==> src/rtl/rau_pkg.sv <==
// ----------------------------------------------------------------------------
// rau_pkg
// Shared types and constants of the rational arithmetic unit: function codes,
// controller states and the command and status bundles.
// ----------------------------------------------------------------------------
package rau_pkg;

  localparam logic [2:0] FN_NORM = 3'd0;
  localparam logic [2:0] FN_ADD  = 3'd1;
  localparam logic [2:0] FN_CMP  = 3'd2;
  localparam logic [2:0] FN_INC  = 3'd3;
  localparam logic [2:0] FN_DEC  = 3'd4;

  typedef enum logic [1:0] {
    MUL_SEL_P,
    MUL_SEL_Q,
    MUL_SEL_D
  } mul_sel_e;

  typedef enum logic [3:0] {
    ST_IDLE,
    ST_DISP,
    ST_MUL_P,
    ST_MUL_Q,
    ST_MUL_D,
    ST_SUM,
    ST_STRIP,
    ST_GCD,
    ST_DIV_N_INIT,
    ST_DIV_N,
    ST_DIV_D_INIT,
    ST_DIV_D,
    ST_FIN
  } state_e;

  typedef struct packed {
    logic     load;
    logic     norm_ld;
    logic     mul_en;
    mul_sel_e mul_sel;
    logic     sum_ld;
    logic     strip;
    logic     gcd_init;
    logic     gcd_step;
    logic     div_init;
    logic     div_den;
    logic     div_step;
    logic     save_num;
    logic     res_ld;
  } rau_cmd_t;

  typedef struct packed {
    logic [2:0] func;
    logic       both_zero;
    logic       both_even;
    logic       gcd_done;
  } rau_stat_t;

endpackage

==> src/rtl/rau_ctrl.sv <==
// ----------------------------------------------------------------------------
// rau_ctrl
// Sequencer of the rational arithmetic unit: walks one item through the
// passes its function needs: multiply, sum, strip, gcd and the two quotient passes.
// ----------------------------------------------------------------------------
module rau_ctrl import rau_pkg::*; #(
  parameter int WIDTH = 16
) (
  input  logic      clk_i,
  input  logic      rst_ni,
  input  logic      start,
  output logic      busy,
  input  rau_stat_t stat_i,
  output rau_cmd_t  cmd_o
);

  localparam int CW = $clog2(WIDTH);

  state_e        state_q, state_d;
  logic [CW-1:0] cnt_q, cnt_d;
  logic          cnt_last;

  assign cnt_last = (cnt_q == CW'(WIDTH - 1));
  assign busy     = (state_q != ST_IDLE);

  always_ff @(posedge clk_i or negedge rst_ni) begin
    if (!rst_ni) begin
      state_q <= ST_IDLE;
      cnt_q   <= '0;
    end else begin
      state_q <= state_d;
      cnt_q   <= cnt_d;
    end
  end

  // next state
  always_comb begin
    state_d = state_q;
    case (state_q)
      ST_IDLE: begin
        if (start) state_d = ST_DISP;
      end
      ST_DISP: begin
        if (stat_i.func == FN_NORM) begin
          state_d = ST_STRIP;
        end else if (stat_i.func == FN_ADD || stat_i.func == FN_DEC ||
                     stat_i.func == FN_CMP) begin
          state_d = ST_MUL_P;
        end else begin
          state_d = ST_FIN;
        end
      end
      ST_MUL_P: state_d = ST_MUL_Q;
      ST_MUL_Q: state_d = (stat_i.func == FN_CMP) ? ST_FIN : ST_MUL_D;
      ST_MUL_D: state_d = ST_SUM;
      ST_SUM:   state_d = ST_STRIP;
      ST_STRIP: begin
        if (stat_i.both_zero) begin
          state_d = ST_FIN;
        end else if (!stat_i.both_even) begin
          state_d = ST_GCD;
        end
      end
      ST_GCD: begin
        if (stat_i.gcd_done) state_d = ST_DIV_N_INIT;
      end
      ST_DIV_N_INIT: state_d = ST_DIV_N;
      ST_DIV_N: begin
        if (cnt_last) state_d = ST_DIV_D_INIT;
      end
      ST_DIV_D_INIT: state_d = ST_DIV_D;
      ST_DIV_D: begin
        if (cnt_last) state_d = ST_FIN;
      end
      ST_FIN:  state_d = ST_IDLE;
      default: state_d = ST_IDLE;
    endcase
  end

  // step counter of the quotient passes
  always_comb begin
    cnt_d = cnt_q;
    case (state_q)
      ST_DIV_N_INIT, ST_DIV_D_INIT: cnt_d = '0;
      ST_DIV_N, ST_DIV_D:           cnt_d = cnt_q + 1'b1;
      default:                      cnt_d = cnt_q;
    endcase
  end

  // commands
  always_comb begin
    cmd_o         = '0;
    cmd_o.mul_sel = MUL_SEL_P;
    case (state_q)
      ST_IDLE: cmd_o.load = start;
      ST_DISP: cmd_o.norm_ld = (stat_i.func == FN_NORM);
      ST_MUL_P: begin
        cmd_o.mul_en  = 1'b1;
        cmd_o.mul_sel = MUL_SEL_P;
      end
      ST_MUL_Q: begin
        cmd_o.mul_en  = 1'b1;
        cmd_o.mul_sel = MUL_SEL_Q;
      end
      ST_MUL_D: begin
        cmd_o.mul_en  = 1'b1;
        cmd_o.mul_sel = MUL_SEL_D;
      end
      ST_SUM: cmd_o.sum_ld = 1'b1;
      ST_STRIP: begin
        cmd_o.strip    = !stat_i.both_zero && stat_i.both_even;
        cmd_o.gcd_init = !stat_i.both_zero && !stat_i.both_even;
      end
      ST_GCD: cmd_o.gcd_step = !stat_i.gcd_done;
      ST_DIV_N_INIT: cmd_o.div_init = 1'b1;
      ST_DIV_N:      cmd_o.div_step = 1'b1;
      ST_DIV_D_INIT: begin
        cmd_o.save_num = 1'b1;
        cmd_o.div_init = 1'b1;
        cmd_o.div_den  = 1'b1;
      end
      ST_DIV_D: cmd_o.div_step = 1'b1;
      ST_FIN:   cmd_o.res_ld = 1'b1;
      default:  cmd_o.load = 1'b0;
    endcase
  end

endmodule

==> src/rtl/rau_dp.sv <==
// ----------------------------------------------------------------------------
// rau_dp
// Datapath of the rational arithmetic unit: operand registers, one shared
// multiplier, binary gcd, restoring quotient unit and result registers.
// ----------------------------------------------------------------------------
module rau_dp import rau_pkg::*; #(
  parameter int WIDTH = 16
) (
  input  logic                    clk_i,
  input  logic                    rst_ni,
  input  rau_cmd_t                cmd_i,
  output rau_stat_t               stat_o,
  input  logic [2:0]              func_i,
  input  logic signed [WIDTH-1:0] a_num_i,
  input  logic signed [WIDTH-1:0] a_den_i,
  input  logic signed [WIDTH-1:0] b_num_i,
  input  logic signed [WIDTH-1:0] b_den_i,
  output logic                    done_o,
  output logic signed [WIDTH-1:0] res_num_o,
  output logic [WIDTH-2:0]        res_den_o,
  output logic                    less_o,
  output logic                    equal_o,
  output logic                    overflow_o,
  output logic                    div_zero_o
);

  localparam int MW = 2 * WIDTH;
  localparam int DW = 3 * WIDTH - 1;
  localparam logic [WIDTH-1:0] Lim = {1'b1, {(WIDTH-1){1'b0}}};

  logic [2:0]              func_q;
  logic signed [WIDTH-1:0] an_q, ad_q, bn_q, bd_q;
  logic signed [MW-1:0]    pp_q, pq_q, pd_q;
  logic [MW-1:0]           num_q, den_q;
  logic                    nneg_q, dneg_q;
  logic [MW-1:0]           x_q, y_q;
  logic [MW-1:0]           rem_q;
  logic [DW-1:0]           ds_q;
  logic [WIDTH-1:0]        quo_q, qn_q;
  logic                    big_q, nbig_q;

  logic signed [WIDTH-1:0] res_num_q, res_num_d;
  logic [WIDTH-2:0]        res_den_q, res_den_d;
  logic                    less_q, less_d, equal_q, equal_d;
  logic                    ovf_q, ovf_d, dz_q, dz_d, done_q;

  // operand registers
  always_ff @(posedge clk_i) begin
    if (cmd_i.load) begin
      func_q <= func_i;
      an_q   <= a_num_i;
      ad_q   <= a_den_i;
      bn_q   <= (func_i == FN_DEC) ? '1 : b_num_i;
      bd_q   <= (func_i == FN_DEC) ? WIDTH'(1) : b_den_i;
    end
  end

  // shared multiplier
  logic signed [WIDTH-1:0] mul_a, mul_b;
  logic signed [MW-1:0]    prod;

  always_comb begin
    case (cmd_i.mul_sel)
      MUL_SEL_P: begin mul_a = an_q; mul_b = bd_q; end
      MUL_SEL_Q: begin mul_a = bn_q; mul_b = ad_q; end
      MUL_SEL_D: begin mul_a = ad_q; mul_b = bd_q; end
      default:   begin mul_a = an_q; mul_b = bd_q; end
    endcase
  end

  assign prod = mul_a * mul_b;

  always_ff @(posedge clk_i) begin
    if (cmd_i.mul_en) begin
      case (cmd_i.mul_sel)
        MUL_SEL_P: pp_q <= prod;
        MUL_SEL_Q: pq_q <= prod;
        MUL_SEL_D: pd_q <= prod;
        default:   pp_q <= prod;
      endcase
    end
  end

  // sign and magnitude of the fraction to reduce
  logic [WIDTH:0]       an_ext, ad_ext, an_mag, ad_mag;
  logic signed [MW:0]   sum;
  logic [MW:0]          sum_mag;
  logic [MW-1:0]        pd_mag;

  assign an_ext  = {an_q[WIDTH-1], an_q};
  assign ad_ext  = {ad_q[WIDTH-1], ad_q};
  assign an_mag  = an_q[WIDTH-1] ? (~an_ext + 1'b1) : an_ext;
  assign ad_mag  = ad_q[WIDTH-1] ? (~ad_ext + 1'b1) : ad_ext;
  assign sum     = {pp_q[MW-1], pp_q} + {pq_q[MW-1], pq_q};
  assign sum_mag = sum[MW] ? (~sum + 1'b1) : sum;
  assign pd_mag  = pd_q[MW-1] ? (~pd_q + 1'b1) : pd_q;

  always_ff @(posedge clk_i) begin
    if (cmd_i.norm_ld) begin
      num_q  <= MW'(an_mag);
      den_q  <= MW'(ad_mag);
      nneg_q <= an_q[WIDTH-1];
      dneg_q <= ad_q[WIDTH-1];
    end else if (cmd_i.sum_ld) begin
      num_q  <= sum_mag[MW-1:0];
      den_q  <= pd_mag;
      nneg_q <= sum[MW];
      dneg_q <= pd_q[MW-1];
    end else if (cmd_i.strip) begin
      num_q  <= num_q >> 1;
      den_q  <= den_q >> 1;
    end
  end

  // binary gcd of the odd part
  logic [MW-1:0] h;
  logic          x_ge_y;

  assign h      = x_q | y_q;
  assign x_ge_y = (x_q >= y_q);

  always_ff @(posedge clk_i) begin
    if (cmd_i.gcd_init) begin
      x_q <= num_q;
      y_q <= den_q;
    end else if (cmd_i.gcd_step) begin
      if (!x_q[0]) begin
        x_q <= x_q >> 1;
      end else if (!y_q[0]) begin
        y_q <= y_q >> 1;
      end else if (x_ge_y) begin
        x_q <= (x_q - y_q) >> 1;
      end else begin
        y_q <= (y_q - x_q) >> 1;
      end
    end
  end

  // restoring quotient unit, one quotient bit per step
  logic [MW-1:0] dvd;
  logic [DW-1:0] rem_ext;
  logic          rem_ge;

  assign dvd     = cmd_i.div_den ? den_q : num_q;
  assign rem_ext = {{(WIDTH-1){1'b0}}, rem_q};
  assign rem_ge  = (rem_ext >= ds_q);

  always_ff @(posedge clk_i) begin
    if (cmd_i.div_init) begin
      rem_q <= dvd;
      ds_q  <= {h, {(WIDTH-1){1'b0}}};
      quo_q <= '0;
      big_q <= ({{WIDTH{1'b0}}, dvd} >= {h, {WIDTH{1'b0}}});
    end else if (cmd_i.div_step) begin
      if (rem_ge) begin
        rem_q <= rem_q - ds_q[MW-1:0];
      end
      quo_q <= {quo_q[WIDTH-2:0], rem_ge};
      ds_q  <= ds_q >> 1;
    end
  end

  always_ff @(posedge clk_i) begin
    if (cmd_i.save_num) begin
      qn_q   <= quo_q;
      nbig_q <= big_q;
    end
  end

  // result selection
  logic                  neg, red_ovf;
  logic [WIDTH:0]        inc_sum;

  assign neg     = (nneg_q != dneg_q) && (num_q != '0);
  assign red_ovf = nbig_q || big_q || quo_q[WIDTH-1] ||
                   (neg ? (qn_q > Lim) : (qn_q >= Lim));
  assign inc_sum = an_ext + ad_ext;

  always_comb begin
    res_num_d = '0;
    res_den_d = '0;
    less_d    = 1'b0;
    equal_d   = 1'b0;
    ovf_d     = 1'b0;
    dz_d      = 1'b0;
    case (func_q)
      FN_NORM, FN_ADD, FN_DEC: begin
        if (num_q == '0 && den_q == '0) begin
          dz_d = 1'b1;
        end else if (red_ovf) begin
          ovf_d = 1'b1;
        end else begin
          res_num_d = neg ? (~qn_q + 1'b1) : qn_q;
          res_den_d = quo_q[WIDTH-2:0];
        end
      end
      FN_CMP: begin
        less_d  = (pp_q < pq_q);
        equal_d = (an_q == bn_q) && (ad_q == bd_q);
      end
      FN_INC: begin
        if (ad_q[WIDTH-1] || (inc_sum[WIDTH] != inc_sum[WIDTH-1])) begin
          ovf_d = 1'b1;
        end else begin
          res_num_d = inc_sum[WIDTH-1:0];
          res_den_d = ad_q[WIDTH-2:0];
        end
      end
      default: begin
        ovf_d = 1'b0;
      end
    endcase
  end

  always_ff @(posedge clk_i) begin
    if (cmd_i.res_ld) begin
      res_num_q <= res_num_d;
      res_den_q <= res_den_d;
      less_q    <= less_d;
      equal_q   <= equal_d;
      ovf_q     <= ovf_d;
      dz_q      <= dz_d;
    end
  end

  always_ff @(posedge clk_i or negedge rst_ni) begin
    if (!rst_ni) begin
      done_q <= 1'b0;
    end else begin
      done_q <= cmd_i.res_ld;
    end
  end

  assign stat_o.func      = func_q;
  assign stat_o.both_zero = (num_q == '0) && (den_q == '0);
  assign stat_o.both_even = !num_q[0] && !den_q[0];
  assign stat_o.gcd_done  = (x_q == '0) || (y_q == '0);

  assign done_o     = done_q;
  assign res_num_o  = res_num_q;
  assign res_den_o  = res_den_q;
  assign less_o     = less_q;
  assign equal_o    = equal_q;
  assign overflow_o = ovf_q;
  assign div_zero_o = dz_q;

endmodule

==> src/rtl/rational_arith_unit.sv <==
// Increment and unused codes go from dispatch straight to the result; compare
// runs only the first two multiplies; normalize reduces operand a by common-two
// strip, binary gcd and quotient steps; add and decrement first multiply and sum,
// then reduce the same way; zero over zero skips gcd and quotient.
// One item at a time; the next start is taken in the cycle done_o is high.
// rst_ni clears the sequencer and done_o asynchronously; the receiver cannot stall.
// ----------------------------------------------------------------------------
// rational_arith_unit
// Rational-number ALU: normalize, add, compare, increment and decrement of
// fractions, with gcd reduction and range flags.
// ----------------------------------------------------------------------------
module rational_arith_unit import rau_pkg::*; #(
  parameter int WIDTH = 16
) (
  input  logic                    clk_i,
  input  logic                    rst_ni,
  input  logic                    start,
  output logic                    busy,
  input  logic [2:0]              func_i,
  input  logic signed [WIDTH-1:0] a_num_i,
  input  logic signed [WIDTH-1:0] a_den_i,
  input  logic signed [WIDTH-1:0] b_num_i,
  input  logic signed [WIDTH-1:0] b_den_i,
  output logic                    done_o,
  output logic signed [WIDTH-1:0] res_num_o,
  output logic [WIDTH-2:0]        res_den_o,
  output logic                    less_o,
  output logic                    equal_o,
  output logic                    overflow_o,
  output logic                    div_zero_o
);

  rau_cmd_t  cmd;
  rau_stat_t stat;

  rau_ctrl #(
    .WIDTH (WIDTH)
  ) u_ctrl (
    .clk_i  (clk_i),
    .rst_ni (rst_ni),
    .start  (start),
    .busy   (busy),
    .stat_i (stat),
    .cmd_o  (cmd)
  );

  rau_dp #(
    .WIDTH (WIDTH)
  ) u_dp (
    .clk_i      (clk_i),
    .rst_ni     (rst_ni),
    .cmd_i      (cmd),
    .stat_o     (stat),
    .func_i     (func_i),
    .a_num_i    (a_num_i),
    .a_den_i    (a_den_i),
    .b_num_i    (b_num_i),
    .b_den_i    (b_den_i),
    .done_o     (done_o),
    .res_num_o  (res_num_o),
    .res_den_o  (res_den_o),
    .less_o     (less_o),
    .equal_o    (equal_o),
    .overflow_o (overflow_o),
    .div_zero_o (div_zero_o)
  );

endmodule
==> config.mk <==
export PLATFORM = sky130hd
export DESIGN_NAME = rational_arith_unit
export DESIGN_NICKNAME = d
export VERILOG_FILES = /design/src/rtl/rau_pkg.sv /design/src/rtl/rau_ctrl.sv /design/src/rtl/rau_dp.sv /design/src/rtl/rational_arith_unit.sv
export SDC_FILE = /design/constraint.sdc
export NUM_CORES = 2
export LEC_CHECK = 0
export BUFFER_PORTS_ARGS = -buffer_cell sky130_fd_sc_hd__buf_2
export CAP_MARGIN = 15
export CORE_ASPECT_RATIO = 2
export CORE_UTILIZATION = 40
export DETAILED_ROUTE_END_ITERATION = 8
export GPL_TIMING_DRIVEN = 0
export PLACE_DENSITY_LB_ADDON = 0.2
export REMOVE_ABC_BUFFERS = 1
export SYNTH_ARGS = -nofsm -noshare
export SYNTH_HDL_FRONTEND = slang
export SYNTH_HIERARCHICAL = 1
export SYNTH_SLANG_ARGS = --single-unit
==> constraint.sdc <==
create_clock -name clk_i -period 10.6 [get_ports clk_i]
set_input_delay 0.53 -clock clk_i [delete_from_list [all_inputs] [get_ports clk_i]]
set_output_delay 0.53 -clock clk_i [all_outputs]
set_load 0.02 [all_outputs]
==> out/metrics.cfg <==
[outcome]
outcome = finished clean

[yosys]
synth.ff_latch_count = 450
yosys.cell_types.count = 100
synthesis.area_per_instance_sq_um = 9.42
number_of_enable_type_register_cells_in_the_synthesized_netlist = 380
synthArstFlopShare = 0.0200
post_synth_instance_area_sq_um = 40600
sequential_share_of_the_synthesized_area = 0.317
synth_flop_cell = edfxtp_1
synthCells = 4304
synth-warning-count = 6

[timing]
achievable-frequency_ghz = 0.0994
finalClockSkew_ps = 45.2
transition_time_of_the_tightest_slew_check_pin_ps = 1260
fin_setup_tns_ps = 0
finalMaxSlewViolations = 0
final-setup-viol-count = 0
whs_ps = 82.7
timing.max_slew.rel_slack = 0.154
finalHoldViolations = 0
layout_worst_path_cycle_share = 0.949
period_minus_slack_ps = 10060

[routing]
ant_nets_after_route = 0
drt_iter0_markers = 1724
routed-via-count = 31700
route.detailed.drc = 0
drt_pass1_iterations = 6
avgViaCountPerCell = 5.57
postRouteWirelength_mm = 134
detailed_route_wire_length_per_cell_um = 23.5

[setup_path]
worstSetupStartpointType = flip-flop
timing.critical_path.to_type = flip-flop
timing_worst_setup_path_type = reg2reg
crit_path_max_fo = 17
cp_data_arrival_time_ps = 10360
required_time_of_the_critical_path_ps = 10900

[floorplan]
floorplan.die_area_sq_um = 103000
die_width_um = 227
top_level_ports = 107
core.rowCount = 164
fp.coreArea_sq_um = 100000
floorplan.initialDensity = 0.405
die_h_um = 452

[global_route]
global_route.usage.total = 0.262
globalRoute.busiestLayer = met2
first_pass_grt_wire_length_mm = 199
maximum_number_of_pins_on_one_net_before_global_route_repair = 68
grt_antenna_before_repair = 2
use_met2 = 0.513
groute.layer.met3.usage = 0.0260
first_global_vias = 33200
globalRoute.totalOverflow = 0
groute.layer.met1.usage = 0.244

[cells_and_area]
postLayoutCoreUtil = 0.443
final_layout_size_suffix_gt1_frac = 0.0878
finish.net_count = 4976
post_synthesis_to_final_layout_area_growth_pct = 9.41
final_design_area_no_fill_sq_um = 44400

[clock_tree]
clockRootBuffer = clkbuf_16
clock_latency_ps = 630
cts.reportedPaths.clkPinSlew_ps = 60
cts_setup_buffers = 0
cts_tree = done
clock_sinks = 450
number_of_h_tree_levels = 2
tritoncts.num_buffers = 46
cts-root-to-sink-buffers = 3

[place]
place_area_sq_um = 42800
numPortBuffers = 106
routabilityCongestion = 0.988
hpwl_mm = 109

[flow_run]
maxCapViolations = 0

[min_path]
worstHoldPathType = in2reg

critical path, stage by stage, from the launching register on:
cell      delay (ps)
dfrtp_1          650
nand2b_1         320
nor3_1           640
ha_2             590
a22oi_1          260
o21ai_2          630
nand2_1          150
fa_1             480
fa_1             580
fa_1             450
fa_1             540
inv_1             50
fa_1             490
fa_1             420
ha_1             370
a21o_1           200
a21o_1           170
a21o_1           210
a221oi_1         640
o21ai_0          390
a221o_1          450
a31oi_1          280
o21ai_0          180
o41ai_1          350
xnor2_1          200
final timing paths:
check	start	end	slack, ps	depth (start not counted)
max	u_ctrl/state_q[2]$_DFFE_PN0P_	u_dp/pd_q[31]$_DFFE_PP_	540	24
min	a_num_i[15]	u_dp/an_q[15]$_DFFE_PP_	80	1
max reg2reg	u_ctrl/state_q[2]$_DFFE_PN0P_	u_dp/pd_q[31]$_DFFE_PP_	540	24
min reg2reg	u_dp/quo_q[15]$_SDFFE_PP0P_	u_dp/qn_q[15]$_DFFE_PP_	480	0
max in group asynchronous	rst_ni	u_ctrl/state_q[2]$_DFFE_PN0P_	10140	2
min in group asynchronous	rst_ni	u_ctrl/cnt_q[1]$_DFFE_PN0P_	280	2
Yosys cell counts, types with 13 or more instances:
master	count	area, sq um
nor3b_1	16	120
nor3_1	45	225
nand4_1	41	257
nor4_1	66	413
edfxtp_1	380	11400
o21a_1	33	248
a221oi_1	20	175
nor2_1	384	1440
o22ai_1	37	231
o21bai_1	49	368
ha_1	314	3930
xnor2_1	179	1570
or3_1	23	144
o41ai_1	22	193
nand3_1	38	190
fa_1	267	5350
o211ai_1	15	113
a22oi_1	27	203
a22o_1	16	140
mux2i_1	76	761
buf_2	13	65.1
a31oi_1	25	156
a211oi_1	70	526
nand2b_1	51	319
o21ai_1	24	120
o21ai_0	194	971
a311oi_1	16	140
nor2b_1	67	419
xor2_1	98	858
and2_1	18	113
dfxtp_1	61	1220
clkbuf_1	155	582
a21oi_1	229	1150
inv_1	567	2130
o31ai_1	40	300
mux2_2	45	507
nand2_1	317	1190
buf_1	14	52.6
a21o_1	44	330
or4_1	18	135
or2_2	32	200
final cells by class:
type / count / area, sq um
clock inverter: 21 / 250
fill: 9963 / 55800
sequential: 450 / 12900
clock buffer: 64 / 1290
inverter: 572 / 2150
timing repair buffer: 159 / 1200
multi-input combinational: 3096 / 25000
antenna: 1 / 2.50
tap: 1328 / 1660
cell usage in the layout (no fill, tap or decap), types with 16 or more instances in the layout:
master     netlist  final
a211oi_1        70     70
a21o_1          44     44
a21oi_1        229    228
a221oi_1        20     20
a22o_1          16     16
a22oi_1         27     27
a311oi_1        16     16
a31oi_1         25     25
buf_2           13    110
buf_4            2     17
clkbuf_16        0     46
dfxtp_1         61     61
edfxtp_1       380    380
fa_1           267    267
ha_1           314    311
inv_1          567    565
mux2_2          45     45
mux2i_1         76     69
nand2_1        317    316
nand2b_1        51     50
nand3_1         38     38
nand4_1         41     41
nor2_1         384    380
nor2b_1         67     66
nor3_1          45     43
nor4_1          66     64
o21a_1          33     33
o21ai_0        194    192
o21ai_1         24     21
o21bai_1        49     49
o22ai_1         37     37
o31ai_1         40     40
o41ai_1         22     22
or2_2           32     32
or3_1           23     23
or4_1           18     18
xnor2_1        179    179
xor2_1          98     98
per-stage QoR:
step	setup WS, ps	std cells
6_report	544	5691
5_1_grt	-2.99	5690
4_1_cts	87.7	5686
3_5_place_dp	-60.8	5600
3_3_place_gp	-6120	5552
2_1_floorplan	5.52	4118
routing by layer:
layer | vias to the layer above | routed length (um)
met3 | 382 | 4170
met4 | 0 | 11200
met2 | 824 | 74700
met1 | 15600 | 43800
li1 | 14900 | -
met5 | - | 0
state kept, by name (all words and copies together) (netlist names), 15 cells and up:
name            count
u_dp/x_q           32
u_dp/res_den_o     15
u_dp/pd_q          32
u_dp/rem_q         32
u_dp/pp_q          32
u_dp/an_q          16
u_dp/y_q           32
u_dp/quo_q         16
u_dp/ds_q          47
u_dp/bn_q          16
u_dp/res_num_o     16
u_dp/num_q         32
u_dp/den_q         32
u_dp/bd_q          16
u_dp/qn_q          16
u_dp/ad_q          16
u_dp/pq_q          32
kinds of logic after synthesis:
family,synth area share
and+or+nand+nor,0.139
AOI/OAI and AO/OA,0.154
muxes,0.0316
DFF,0.317
buffers and inverters,0.0708
adders and majority gates,0.229
xor gates and xnor gates,0.0598
what timing repair did:
item / 4_1_cts / 5_1_grt
hold buffers: 1 / 0
resized for setup: 2 / 11
endpoints found under the setup margin: 3 / 6
hold endpoints to repair: 9 / 0
Power is not shown: default switching activity piles up to over one toggle a cycle in this logic, so the estimate is an artifact.
